<file path="config.mk">
export PLATFORM = sky130hd
export DESIGN_NAME = v110_async_frame_packer_unit
export DESIGN_NICKNAME = d
export VERILOG_FILES = /design/src/hdl/vafp_pkg.sv /design/src/hdl/v110_async_frame_packer_unit.sv /design/src/hdl/vafp_front.sv /design/src/hdl/vafp_fifo.sv /design/src/hdl/vafp_back.sv
export SDC_FILE = /design/constraint.sdc
export NUM_CORES = 1
export LEC_CHECK = 0
export BUFFER_PORTS_ARGS = -buffer_cell sky130_fd_sc_hd__buf_2
export CORE_MARGIN = 2
export CORE_UTILIZATION = 55
export CTS_CLUSTER_DIAMETER = 120
export DETAILED_ROUTE_END_ITERATION = 12
export GPL_ROUTABILITY_DRIVEN = 0
export PLACE_DENSITY_LB_ADDON = 0.12
export SLEW_MARGIN = 10
export SYNTH_ARGS = -nofsm -noshare
export SYNTH_HDL_FRONTEND = slang
export SYNTH_HIERARCHICAL = 1
export SYNTH_SLANG_ARGS = --single-unit
export TNS_END_PERCENT = 30
</file>
<file path="constraint.sdc">
create_clock -name i_clk -period 8 [get_ports i_clk]
set_input_delay 2.4 -clock i_clk [delete_from_list [all_inputs] [get_ports i_clk]]
set_output_delay 2.4 -clock i_clk [all_outputs]
set_load 0.05 [all_outputs]
</file>
<file path="src/hdl/vafp_pkg.sv">
package vafp_pkg;

    localparam int unsigned BYTE_W     = 8;
    localparam int unsigned OCTET_W    = 7;
    localparam int unsigned CHUNK_W    = 6;
    localparam int unsigned SLOT_W     = 4;
    localparam int unsigned PEND_W     = 5;
    localparam int unsigned PCNT_W     = 3;
    localparam int unsigned QUEUE_DEPTH_DEF = 2;

    localparam logic [SLOT_W-1:0]  SLOT_SYNC  = 4'd0;
    localparam logic [SLOT_W-1:0]  SLOT_FIVE  = 4'd5;
    localparam logic [SLOT_W-1:0]  SLOT_LAST  = 4'd9;

    localparam logic [OCTET_W-1:0] OCT_SYNC  = 7'h00;
    localparam logic [OCTET_W-1:0] OCT_FIVE  = 7'h01;
    localparam logic [OCTET_W-1:0] OCT_FILL  = 7'h7F;

    typedef struct packed {
        logic [CHUNK_W-1:0] d0;
        logic [CHUNK_W-1:0] d1;
        logic [CHUNK_W-1:0] d2;
        logic [1:0]         n_data;
        logic               eom;
    } t_job;

    typedef enum logic {
        ST_DATA,
        ST_FILL
    } t_back_state;

endpackage

</file>
<file path="src/hdl/v110_async_frame_packer_unit.sv">
// V.110 asynchronous frame packer: each request byte is framed as ten async bits (start,
// eight data LSB first, stop), packed six per octet into ten-octet V.110 frames with
// sync octet 0x00 in slot 0 and 0x01 in slot 5; s_tlast ends the message, padding the
// open octet with ones and filling the rest of the frame with 0x7F outside the header
// slots. A byte request is accepted whenever the job queue (QUEUE_DEPTH entries) has room.
// The output sequencer sends one octet per cycle while the queue holds a job and the output
// is not stalled; a byte yields one to three data octets (the third only for a padded end
// of message) plus any header octets that fall in between, and an end of message then fills
// the frame up to its last slot. m_tlast marks the final octet caused by each input byte.
module v110_async_frame_packer_unit
    import vafp_pkg::*;
#(
    parameter int unsigned QUEUE_DEPTH = QUEUE_DEPTH_DEF
) (
    input  logic       i_clk,
    input  logic       i_rst_n,
    input  logic       i_s_tvalid,
    output logic       o_s_tready,
    input  logic [7:0] i_s_tdata,   // data_byte[7:0]
    input  logic       i_s_tlast,   // end_of_message
    output logic       o_m_tvalid,
    input  logic       i_m_tready,
    output logic [7:0] o_m_tdata,   // frame_octet[6:0], zero[7]
    output logic       o_m_tlast    // last_of_run
);

    t_job               w_push_job;
    t_job               w_head_job;
    logic               w_push;
    logic               w_pop;
    logic               w_full;
    logic               w_empty;
    logic [OCTET_W-1:0] w_octet;

    vafp_front u_front (
        .i_clk   (i_clk),
        .i_rst_n (i_rst_n),
        .i_valid (i_s_tvalid),
        .i_data  (i_s_tdata),
        .i_eom   (i_s_tlast),
        .i_full  (w_full),
        .o_ready (o_s_tready),
        .o_push  (w_push),
        .o_job   (w_push_job)
    );

    vafp_fifo #(
        .DEPTH (QUEUE_DEPTH)
    ) u_fifo (
        .i_clk   (i_clk),
        .i_rst_n (i_rst_n),
        .i_push  (w_push),
        .i_job   (w_push_job),
        .i_pop   (w_pop),
        .o_job   (w_head_job),
        .o_full  (w_full),
        .o_empty (w_empty)
    );

    vafp_back u_back (
        .i_clk   (i_clk),
        .i_rst_n (i_rst_n),
        .i_job   (w_head_job),
        .i_empty (w_empty),
        .o_pop   (w_pop),
        .o_valid (o_m_tvalid),
        .i_ready (i_m_tready),
        .o_octet (w_octet),
        .o_last  (o_m_tlast)
    );

    assign o_m_tdata = {1'b0, w_octet};

endmodule

</file>
<file path="src/hdl/vafp_front.sv">
module vafp_front
    import vafp_pkg::*;
(
    input  logic              i_clk,
    input  logic              i_rst_n,
    input  logic              i_valid,
    input  logic [BYTE_W-1:0] i_data,
    input  logic              i_eom,
    input  logic              i_full,
    output logic              o_ready,
    output logic              o_push,
    output t_job              o_job
);

    logic [PEND_W-1:0] r_pend_bits, n_pend_bits;
    logic [PCNT_W-1:0] r_pend_cnt, n_pend_cnt;

    logic [14:0]        w_p;
    logic               w_two;
    logic [PEND_W-1:0]  w_rem;
    logic [PCNT_W-1:0]  w_remcnt;
    logic [CHUNK_W-1:0] w_pad;
    logic               w_has_pad;

    assign o_ready = !i_full;
    assign o_push  = i_valid && !i_full;

    always_comb begin
        w_p = 15'(r_pend_bits) | (15'({1'b1, i_data, 1'b0}) << r_pend_cnt);
        w_two = (r_pend_cnt >= 3'd2);
        if (w_two) begin
            w_rem    = {2'b00, w_p[14:12]};
            w_remcnt = r_pend_cnt - 3'd2;
        end else begin
            w_rem    = w_p[10:6];
            w_remcnt = r_pend_cnt + 3'd4;
        end
        w_pad     = {1'b0, w_rem} | (6'h3F << w_remcnt);
        w_has_pad = i_eom && (w_remcnt != 3'd0);
    end

    always_comb begin
        o_job.d0     = w_p[5:0];
        o_job.d1     = w_two ? w_p[11:6] : w_pad;
        o_job.d2     = w_pad;
        o_job.n_data = 2'd1 + 2'(w_two) + 2'(w_has_pad);
        o_job.eom    = i_eom;
    end

    always_comb begin
        n_pend_bits = r_pend_bits;
        n_pend_cnt  = r_pend_cnt;
        if (o_push) begin
            if (i_eom) begin
                n_pend_bits = '0;
                n_pend_cnt  = '0;
            end else begin
                n_pend_bits = w_rem;
                n_pend_cnt  = w_remcnt;
            end
        end
    end

    always_ff @(posedge i_clk) begin
        if (!i_rst_n) begin
            r_pend_bits <= '0;
            r_pend_cnt  <= '0;
        end else begin
            r_pend_bits <= n_pend_bits;
            r_pend_cnt  <= n_pend_cnt;
        end
    end

endmodule

</file>
<file path="src/hdl/vafp_fifo.sv">
module vafp_fifo
    import vafp_pkg::*;
#(
    parameter int unsigned DEPTH = QUEUE_DEPTH_DEF
) (
    input  logic i_clk,
    input  logic i_rst_n,
    input  logic i_push,
    input  t_job i_job,
    input  logic i_pop,
    output t_job o_job,
    output logic o_full,
    output logic o_empty
);

    localparam int unsigned PTR_W = (DEPTH > 1) ? $clog2(DEPTH) : 1;
    localparam int unsigned CNT_W = $clog2(DEPTH + 1);

    t_job r_mem [DEPTH];
    logic [PTR_W-1:0] r_wr_ptr, n_wr_ptr;
    logic [PTR_W-1:0] r_rd_ptr, n_rd_ptr;
    logic [CNT_W-1:0] r_count, n_count;
    logic             w_wr, w_rd;

    assign o_full  = (r_count == CNT_W'(DEPTH));
    assign o_empty = (r_count == '0);
    assign w_wr    = i_push && !o_full;
    assign w_rd    = i_pop && !o_empty;
    assign o_job   = r_mem[r_rd_ptr];

    always_comb begin
        n_wr_ptr = r_wr_ptr;
        n_rd_ptr = r_rd_ptr;
        n_count  = r_count;
        if (w_wr) begin
            n_wr_ptr = (r_wr_ptr == PTR_W'(DEPTH - 1)) ? '0 : r_wr_ptr + 1'b1;
        end
        if (w_rd) begin
            n_rd_ptr = (r_rd_ptr == PTR_W'(DEPTH - 1)) ? '0 : r_rd_ptr + 1'b1;
        end
        if (w_wr && !w_rd) begin
            n_count = r_count + 1'b1;
        end else if (w_rd && !w_wr) begin
            n_count = r_count - 1'b1;
        end
    end

    always_ff @(posedge i_clk) begin
        if (w_wr) begin
            r_mem[r_wr_ptr] <= i_job;
        end
    end

    always_ff @(posedge i_clk) begin
        if (!i_rst_n) begin
            r_wr_ptr <= '0;
            r_rd_ptr <= '0;
            r_count  <= '0;
        end else begin
            r_wr_ptr <= n_wr_ptr;
            r_rd_ptr <= n_rd_ptr;
            r_count  <= n_count;
        end
    end

endmodule

</file>
<file path="src/hdl/vafp_back.sv">
module vafp_back
    import vafp_pkg::*;
(
    input  logic               i_clk,
    input  logic               i_rst_n,
    input  t_job               i_job,
    input  logic               i_empty,
    output logic               o_pop,
    output logic               o_valid,
    input  logic               i_ready,
    output logic [OCTET_W-1:0] o_octet,
    output logic               o_last
);

    t_back_state r_state, n_state;
    logic [SLOT_W-1:0]  r_slot, n_slot;
    logic [1:0]         r_idx, n_idx;
    logic               r_out_valid;
    logic [OCTET_W-1:0] r_out_octet;
    logic               r_out_last;

    logic               w_advance;
    logic               w_header;
    logic               w_last_data;
    logic               w_done;
    logic [CHUNK_W-1:0] w_chunk;
    logic [OCTET_W-1:0] w_octet;

    assign w_advance = !i_empty && (!r_out_valid || i_ready);
    assign w_header  = (r_slot == SLOT_SYNC) || (r_slot == SLOT_FIVE);
    assign w_last_data = (r_idx == i_job.n_data - 2'd1);

    always_comb begin
        case (r_idx)
            2'd0:    w_chunk = i_job.d0;
            2'd1:    w_chunk = i_job.d1;
            default: w_chunk = i_job.d2;
        endcase
    end

    // outputs of the sequencer
    always_comb begin
        w_octet = OCT_FILL;
        w_done  = 1'b0;
        case (r_state)
            ST_DATA: begin
                if (r_slot == SLOT_SYNC) begin
                    w_octet = OCT_SYNC;
                end else if (r_slot == SLOT_FIVE) begin
                    w_octet = OCT_FIVE;
                end else begin
                    w_octet = {w_chunk, 1'b1};
                    w_done  = w_last_data && (!i_job.eom || r_slot == SLOT_LAST);
                end
            end
            ST_FILL: begin
                w_octet = (r_slot == SLOT_FIVE) ? OCT_FIVE : OCT_FILL;
                w_done  = (r_slot == SLOT_LAST);
            end
            default: begin
                w_octet = OCT_FILL;
                w_done  = 1'b0;
            end
        endcase
    end

    // next state of the sequencer
    always_comb begin
        n_state = r_state;
        n_idx   = r_idx;
        n_slot  = r_slot;
        if (w_advance) begin
            n_slot = (r_slot == SLOT_LAST) ? SLOT_SYNC : r_slot + 1'b1;
            if (w_done) begin
                n_state = ST_DATA;
                n_idx   = '0;
            end else begin
                case (r_state)
                    ST_DATA: begin
                        if (!w_header) begin
                            if (w_last_data) begin
                                n_state = ST_FILL;
                            end else begin
                                n_idx = r_idx + 2'd1;
                            end
                        end
                    end
                    ST_FILL: n_state = ST_FILL;
                    default: n_state = ST_DATA;
                endcase
            end
        end
    end

    assign o_pop   = w_advance && w_done;
    assign o_valid = r_out_valid;
    assign o_octet = r_out_octet;
    assign o_last  = r_out_last;

    always_ff @(posedge i_clk) begin
        if (w_advance) begin
            r_out_octet <= w_octet;
            r_out_last  <= w_done;
        end
    end

    always_ff @(posedge i_clk) begin
        if (!i_rst_n) begin
            r_state     <= ST_DATA;
            r_slot      <= SLOT_SYNC;
            r_idx       <= '0;
            r_out_valid <= 1'b0;
        end else begin
            r_state <= n_state;
            r_slot  <= n_slot;
            r_idx   <= n_idx;
            if (w_advance) begin
                r_out_valid <= 1'b1;
            end else if (i_ready) begin
                r_out_valid <= 1'b0;
            end
        end
    end

endmodule
</file>
==> Yosys cells after proc, flatten, opt, wreduce, memory -nomap -nowiden <==
Memory sizes are Yosys's and may differ from the RTL's. A register that Yosys moved wholly into a read port is not among the register bits.
Index checks and enable logic that the tools add are counted.
{ "word_totals": {"regBits": 28, "ram_bits": 42, "inputBits": 13, "output_inout_bits": 11, "word_cells": 94, "n_memories": 1} }
{ "op_classes": {"add_sub_neg": 11, "order_cmp": 1, "eq_ne": 8, "shifts": 2, "n_mux": 32, "bitwise_logic": 3, "reduce_logical": 25} }
{ "mem_list": {"columns": ["memory", "depth", "width", "rd", "rd_ports_with_merged_regs", "write_ports", "line", "text"], "rows": [
  ["u_fifo.r_mem", 2, 21, 1, 1, 1, "vafp_fifo.sv:19", "t_job r_mem [DEPTH];"]
]} }
{ "ops": {"columns": ["op", "count"], "rows": [
  ["$mux 7", 3],
  ["$or 5x15->15", 1],
  ["$shl 10x3->15", 1],
  ["$pmux 7 s2", 1],
  ["$mux 1", 13],
  ["$mux 2", 6],
  ["$pmux 6 s2", 1],
  ["$mux 5", 2],
  ["$logic_and 1x1->1", 9],
  ["$logic_not 1->1", 6],
  ["$mux 3", 2],
  ["$mux 6", 1],
  ["$ne 2x2->1 const B", 3],
  ["$or 5x6->6", 1],
  ["$shl 6x3->6 const A", 1],
  ["$add 2x1->2 const B", 2],
  ["$add 4x1->4 const B", 1],
  ["$eq 4x3->1 const B", 1],
  ["$eq 4x4->1 const B", 1],
  ["$logic_not 2->1", 2],
  ["$logic_not 4->1", 1],
  ["$mux 4", 1],
  ["$pmux 1 s2", 2],
  ["$reduce_and 4->1", 1],
  ["other kinds (14)", 19]
]} }

==> Logic depth before layout (Yosys ltp) <==
{ "depth": {"word_depth": 11, "mapped_depth": 11, "depth_no_buf": 10} }

==> Hierarchy <==
The synthesis kept the hierarchy.
{ "by_module_without_submodules": {"columns": ["module", "n_inst", "cells_per_inst", "area_per_inst_um2", "seq_area_each_um2"], "rows": [
  ["vafp_fifo", 1, 90, 1741.7, 1361.3],
  ["vafp_back", 1, 93, 915.9, 400.4],
  ["vafp_front", 1, 105, 767.0, 140.1],
  ["v110_async_frame_packer_unit", 1, 2, 11.3, 0.0]
]} }

==> Least setup slack after synthesis <==
No wires, ideal clock.
{ "synth_path": {"path_kind": "in2reg", "startpoint": "input i_m_tready", "endpoint": "register u_fifo.r_count[1]", "setup_time_ps": 70, "arrival_ps": 4089, "t_required_ps": 7930, "path_slack_ps": 3841, "cell_stages": 8, "n_path_buf": 1, "path_cell_list": "nand2b_1 and2_1 clkbuf_1 and2_1 o21ai_1 ha_1 or3_1 a21boi_1"} }
{ "synth_between": {"elab_chain_cells": 7, "elab_cells_between_ends": 9, "classes_between": "1 x mux; 8 x reduce/logical"} }
{ "synth_lines": {"columns": ["element", "line", "text"], "rows": [
  ["start: declaration", "v110_async_frame_packer_unit.sv:22", "input logic i_m_tready,"],
  ["$logic_or 1x1->1 *", "vafp_back.sv:29", "assign w_advance = !i_empty && (!r_out_valid || i_ready);"],
  ["$logic_and 1x1->1 *", "vafp_back.sv:29", null],
  ["via u_back.w_advance", "vafp_back.sv:22", "logic w_advance;"],
  ["$logic_and 1x1->1 *", "vafp_back.sv:95", "assign o_pop = w_advance && w_done;"],
  ["via w_pop", "v110_async_frame_packer_unit.sv:30", "logic w_pop;"],
  ["$logic_and 1x1->1 *", "vafp_fifo.sv:28", "assign w_rd = i_pop && !o_empty;"],
  ["$logic_not 1->1", "vafp_fifo.sv:41", "if (w_wr && !w_rd) begin"],
  ["$logic_and 1x1->1", "vafp_fifo.sv:41", null],
  ["$mux 2 or $reduce_bool 2->1 (tied branches)", null, null],
  ["end signal: assignment", "vafp_fifo.sv:62", "r_count <= n_count;"],
  ["end: declaration", "vafp_fifo.sv:22", "logic [CNT_W-1:0] r_count, n_count;"]
]} }
The timed path passes the listed nets; every way through them passes the cells marked *.
A chain may end at the register's enable or synchronous reset.

==> Worst setup path in the final report <==
{ "layout_path": {"startpoint": "input i_m_tready", "endpoint": "register u_fifo.r_count[1]"} }
{ "layout_between": {"elab_chain_cells": 7, "elab_cells_between_ends": 9, "classes_between": "1 x mux; 8 x reduce/logical"} }
{ "layout_lines": {"columns": ["element", "line"], "rows": [
  ["$logic_or 1x1->1 *", "vafp_back.sv:29"],
  ["$logic_and 1x1->1 *", "vafp_back.sv:29"],
  ["$logic_and 1x1->1 *", "vafp_back.sv:95"],
  ["via w_pop", "v110_async_frame_packer_unit.sv:30"],
  ["$logic_and 1x1->1 *", "vafp_fifo.sv:28"],
  ["$logic_not 1->1", "vafp_fifo.sv:41"],
  ["$logic_and 1x1->1", "vafp_fifo.sv:41"],
  ["$mux 2 or $reduce_bool 2->1 (tied branches)", null]
]} }
Marks and branches as above.

==> run_results.csv <==
group,metric,value,unit
critical_path,critPathArrivalTime,4.26,ns
critical_path,slowest_delay,0.45,ns
synthesis,yosysTopAreaCell,"edfxtp_1",
pwr,p_total,1.22,mW
sta,setup_tns,0,ns
sta,layout_setup_ws,4.01,ns
die,die-area,6890,um^2
synthesis,avgSynthCellArea,11.8,um^2
global_routing,antenna_found_initial,0,
synthesis,yosys.cell_types.count,53,
sta,finalCriticalPeriod,3.99,ns
global_routing,grt_max_degree,23,
synthesis,synth_most_common_cell,"edfxtp_1",
synthesis,synth_edf_count,50,
critical_path,endpoint_kind,"flip-flop",
global_routing,grt.overflow.total,0,
cts,post-cts-setup-buffers,0,
critical_path,worstPathMaxFanout,12,
die,fp.coreArea,5990,um^2
global_routing,grt_pass1_wl,10.2,mm
cts,cts_max_level,3,
cts,cts_tree,"done",
pwr,p_clk_share,21.2,%
routing,ant_nets,0,
critical_path,regToRegSetupSlack,4.80,ns
routing,routedWlPerCell,15.9,um
cts,ctsHoldBuffers,0,
sta,skew,0.0125,ns
die,die_h,83.0,um
pwr,intPower,0.778,mW
synthesis,synth_compound_area_share,12.3,%
cts,cts_buffers,9,
synthesis,synth_top_family_by_area,"simple AND/OR/NAND/NOR gates",
die,chipWidth,83.0,um
cts,clk_latency,0.33,ns
cts,ctsResizeCount,0,
critical_path,cpMostUsedCell,"and2_1",
routing,drc,0,
cts,cts_max_path_buffers,2,
global_routing,grt_usage,18.9,%
global_routing,grt_pass1_vias,2092,
critical_path,slowest_stage,"and2_1",
sta,worst_pin_slew,0.990,ns
synthesis,synth_nets,311,
synthesis,netlist_instances,290,
synthesis,synth-main-ff-cell,"edfxtp_1",
sta,fin_crit_sh,49.8,%
synthesis,yosysWarnings,6,
routing,wl,6.20,mm
critical_path,setup.worst_path.start_class,"input port",
synthesis,ys_ff_latch,70,
critical_path,crit_cells,8,
critical_path,crit_type,"in -> reg",
cells_and_area,synthToLayoutAreaGrowth,8.70,%
critical_path,path_delay_family,"simple AND/OR/NAND/NOR gates",
pwr,power.share.sequential,45.0,%
placed_design,io_buffers,22,
placed_design,pre_cts_ws,3.66,ns
die,fp-row-count,28,
placed_design,dp_cells,373,
placed_design,dp_hpwl,4.36,mm
cts,clkTransAtPathRegs,0.08,ns
synthesis,synthAdderAreaFrac,2.91,%
worst_hold_path,hp-class,"reg -> reg",
pwr,switchingPower,0.441,mW
sta,rsz0062_at_grt,"false",
sta,slew_viol_final,0,
cells_and_area,final_cells,389,
synthesis,yosys-top-cells-area,"edfxtp_1 (44%), dfxtp_1 (12%), mux2_2 (7.2%)",
synthesis,synth_mux_area_share,9.61,%
run_status,status,"finished, final reports clean",
pwr,leakagePower,1.38,nW
synthesis,synth_xor_area_share,1.78,%
critical_path,worstPathRequired,8.27,ns
critical_path,r2r_end,"u_fifo/r_count[1]",
sta,max_freq,251,MHz
pwr,p_per_area,326,nW/um^2
cts,cts.sinks,70,
die,initial_core_util,57.4,%
routing,drt-initial-drc-count,150,
critical_path,crit_chain,"buf_2, nand2b_1, and2_1, and2_1, o21ai_1, ha_1, or3_1, a21boi_1",
die,io_pins,24,
routing,routed_via_density,5.69,
routing,first_pass_iters,4,
cts,clockRootBuffer,"clkbuf_8",
synthesis,synth_top_area_share,43.7,%
critical_path,crit_start,"i_m_tready",
synthesis,async_flop_share,0,%
synthesis,synth_area,3440,um^2
critical_path,setup.worst_path.end,"u_fifo/r_count[1]",
critical_path,cp_num_buf_inv,1,
pwr,switching_share,36.2,%
cells_and_area,diodes,0,
pwr,peakVddDrop,225,uV
pwr,power.share.combinational,33.8,%
sta,setup_viol,0,
synthesis,yosys.area_share.simple,13.5,%
synthesis,ys_top_cells_by_count,"edfxtp_1 (50), mux2_2 (22), nand2_1 (21)",
sta,finalHoldViolCount,0,
routing,num_vias,2214,
cells_and_area,drive_gt1_share,23.6,%
job,cap_violations,0,
sta,slew_headroom,34.0,%
synthesis,seq_area_frac_synth,55.4,%
cells_and_area,fin_nets,330,
critical_path,r2r_cells,9,
==> through the flow <==
step | cell area [um^2] | hold slack [ns] | util (%)
floorplan | 3440 | 0.428 | -
global placement | 3550 | 0.437 | 59.3
CTS | 3730 | 0.464 | 62.3
global route | 3730 | 0.477 | 62.3
finish | 3730 | 0.461 | 62.3
detailed placement | 3550 | 0.445 | 59.3
==> sequential cells by signal (all words and copies together) (netlist names), named ones only <==
signal	count
u_fifo/r_count	2
u_back/r_slot	4
u_front/r_pend_cnt	2
u_fifo/r_rd_ptr	1
u_fifo/r_wr_ptr	1
u_back/r_state	1
u_back/r_idx	2
u_front/r_pend_bits	5
u_back/o_last	1
u_fifo/r_mem	42
u_back/o_octet	7
u_back/o_valid	1
==> routing by layer <==
metal  vias to the layer above  wire [um]  GRT usage, %
met2                        49       2980          30.4
met3                         4        219          4.27
met4                         0         67          7.60
li1                       1088          -             -
met5                         -          0             0
met1                      1073       2930          24.9
==> area by class of cell <==
| cell class | instances | area, um^2 |
|---|---|---|
| Multi-Input combinational cell | 191 | 1380 |
| Sequential cell | 70 | 1900 |
| Inverter | 14 | 52.6 |
| Timing Repair Buffer | 23 | 118 |
| Clock inverter | 5 | 32.5 |
| Clock buffer | 11 | 153 |
| Tap cell | 75 | 93.8 |
| Fill cell | 486 | 2260 |
==> how the worst min path moves through the flow <==
| stage | startpoint | to | slack [ns] | cells past startpoint |
|---|---|---|---|---|
| after floorplan | u_front/r_pend_bits[3] | u_front/r_pend_bits[3] | 0.43 | 2 |
| after global placement | u_front/r_pend_bits[0] | u_fifo/r_mem[0][15] | 0.44 | 0 |
| after detailed placement | u_front/r_pend_bits[0] | u_fifo/r_mem[1][15] | 0.44 | 0 |
| after CTS | u_front/r_pend_bits[0] | u_fifo/r_mem[1][15] | 0.46 | 0 |
| after global routing | u_front/r_pend_bits[0] | u_fifo/r_mem[1][15] | 0.48 | 0 |
| final | u_front/r_pend_bits[0] | u_fifo/r_mem[1][15] | 0.46 | 0 |
==> cells in the final DEF, fill, tap and decap left out, types with 7 or more instances in the layout <==
master and n:
edfxtp_1 50, buf_2 22, mux2_2 22, nand2_1 21
dfxtp_1 20, o21ai_0 17, inv_1 12, a21oi_1 12
nor2_1 11, nand2b_1 10, clkbuf_8 9, a22o_1 8
ha_1 8, and2_1 7
==> power groups by stage <==
| stage | Clock [mW] | Sequential, mW | Combinational (mW) |
|---|---|---|---|
| after CTS | 0.267 | 0.549 | 0.414 |
| final | 0.259 | 0.548 | 0.412 |
| after global routing | 0.283 | 0.559 | 0.449 |
| after floorplan | 0 | 0.627 | 0.251 |
| after detailed placement | 0 | 0.557 | 0.412 |
| after global placement | 0 | 0.553 | 0.406 |
==> worst reg2reg max path, stage by stage, from the launching register on <==
cell	delay [ns]
dfxtp_1	0.92
mux2_2	0.43
xnor2_1	0.21
mux2i_2	0.33
o21ai_2	0.13
and2_1	0.19
o21ai_1	0.14
ha_1	0.30
or3_1	0.35
a21boi_1	0.14
==> kinds of logic after synthesis <==
logic type	Yosys count
AOI/OAI and AO/OA	63
xor gates and xnor gates	7
adders and majority gates	8
buffers and inverters	29
DFF	70
muxes	29
other	1
and+or+nand+nor	83
(Power assumes the default switching activity.)
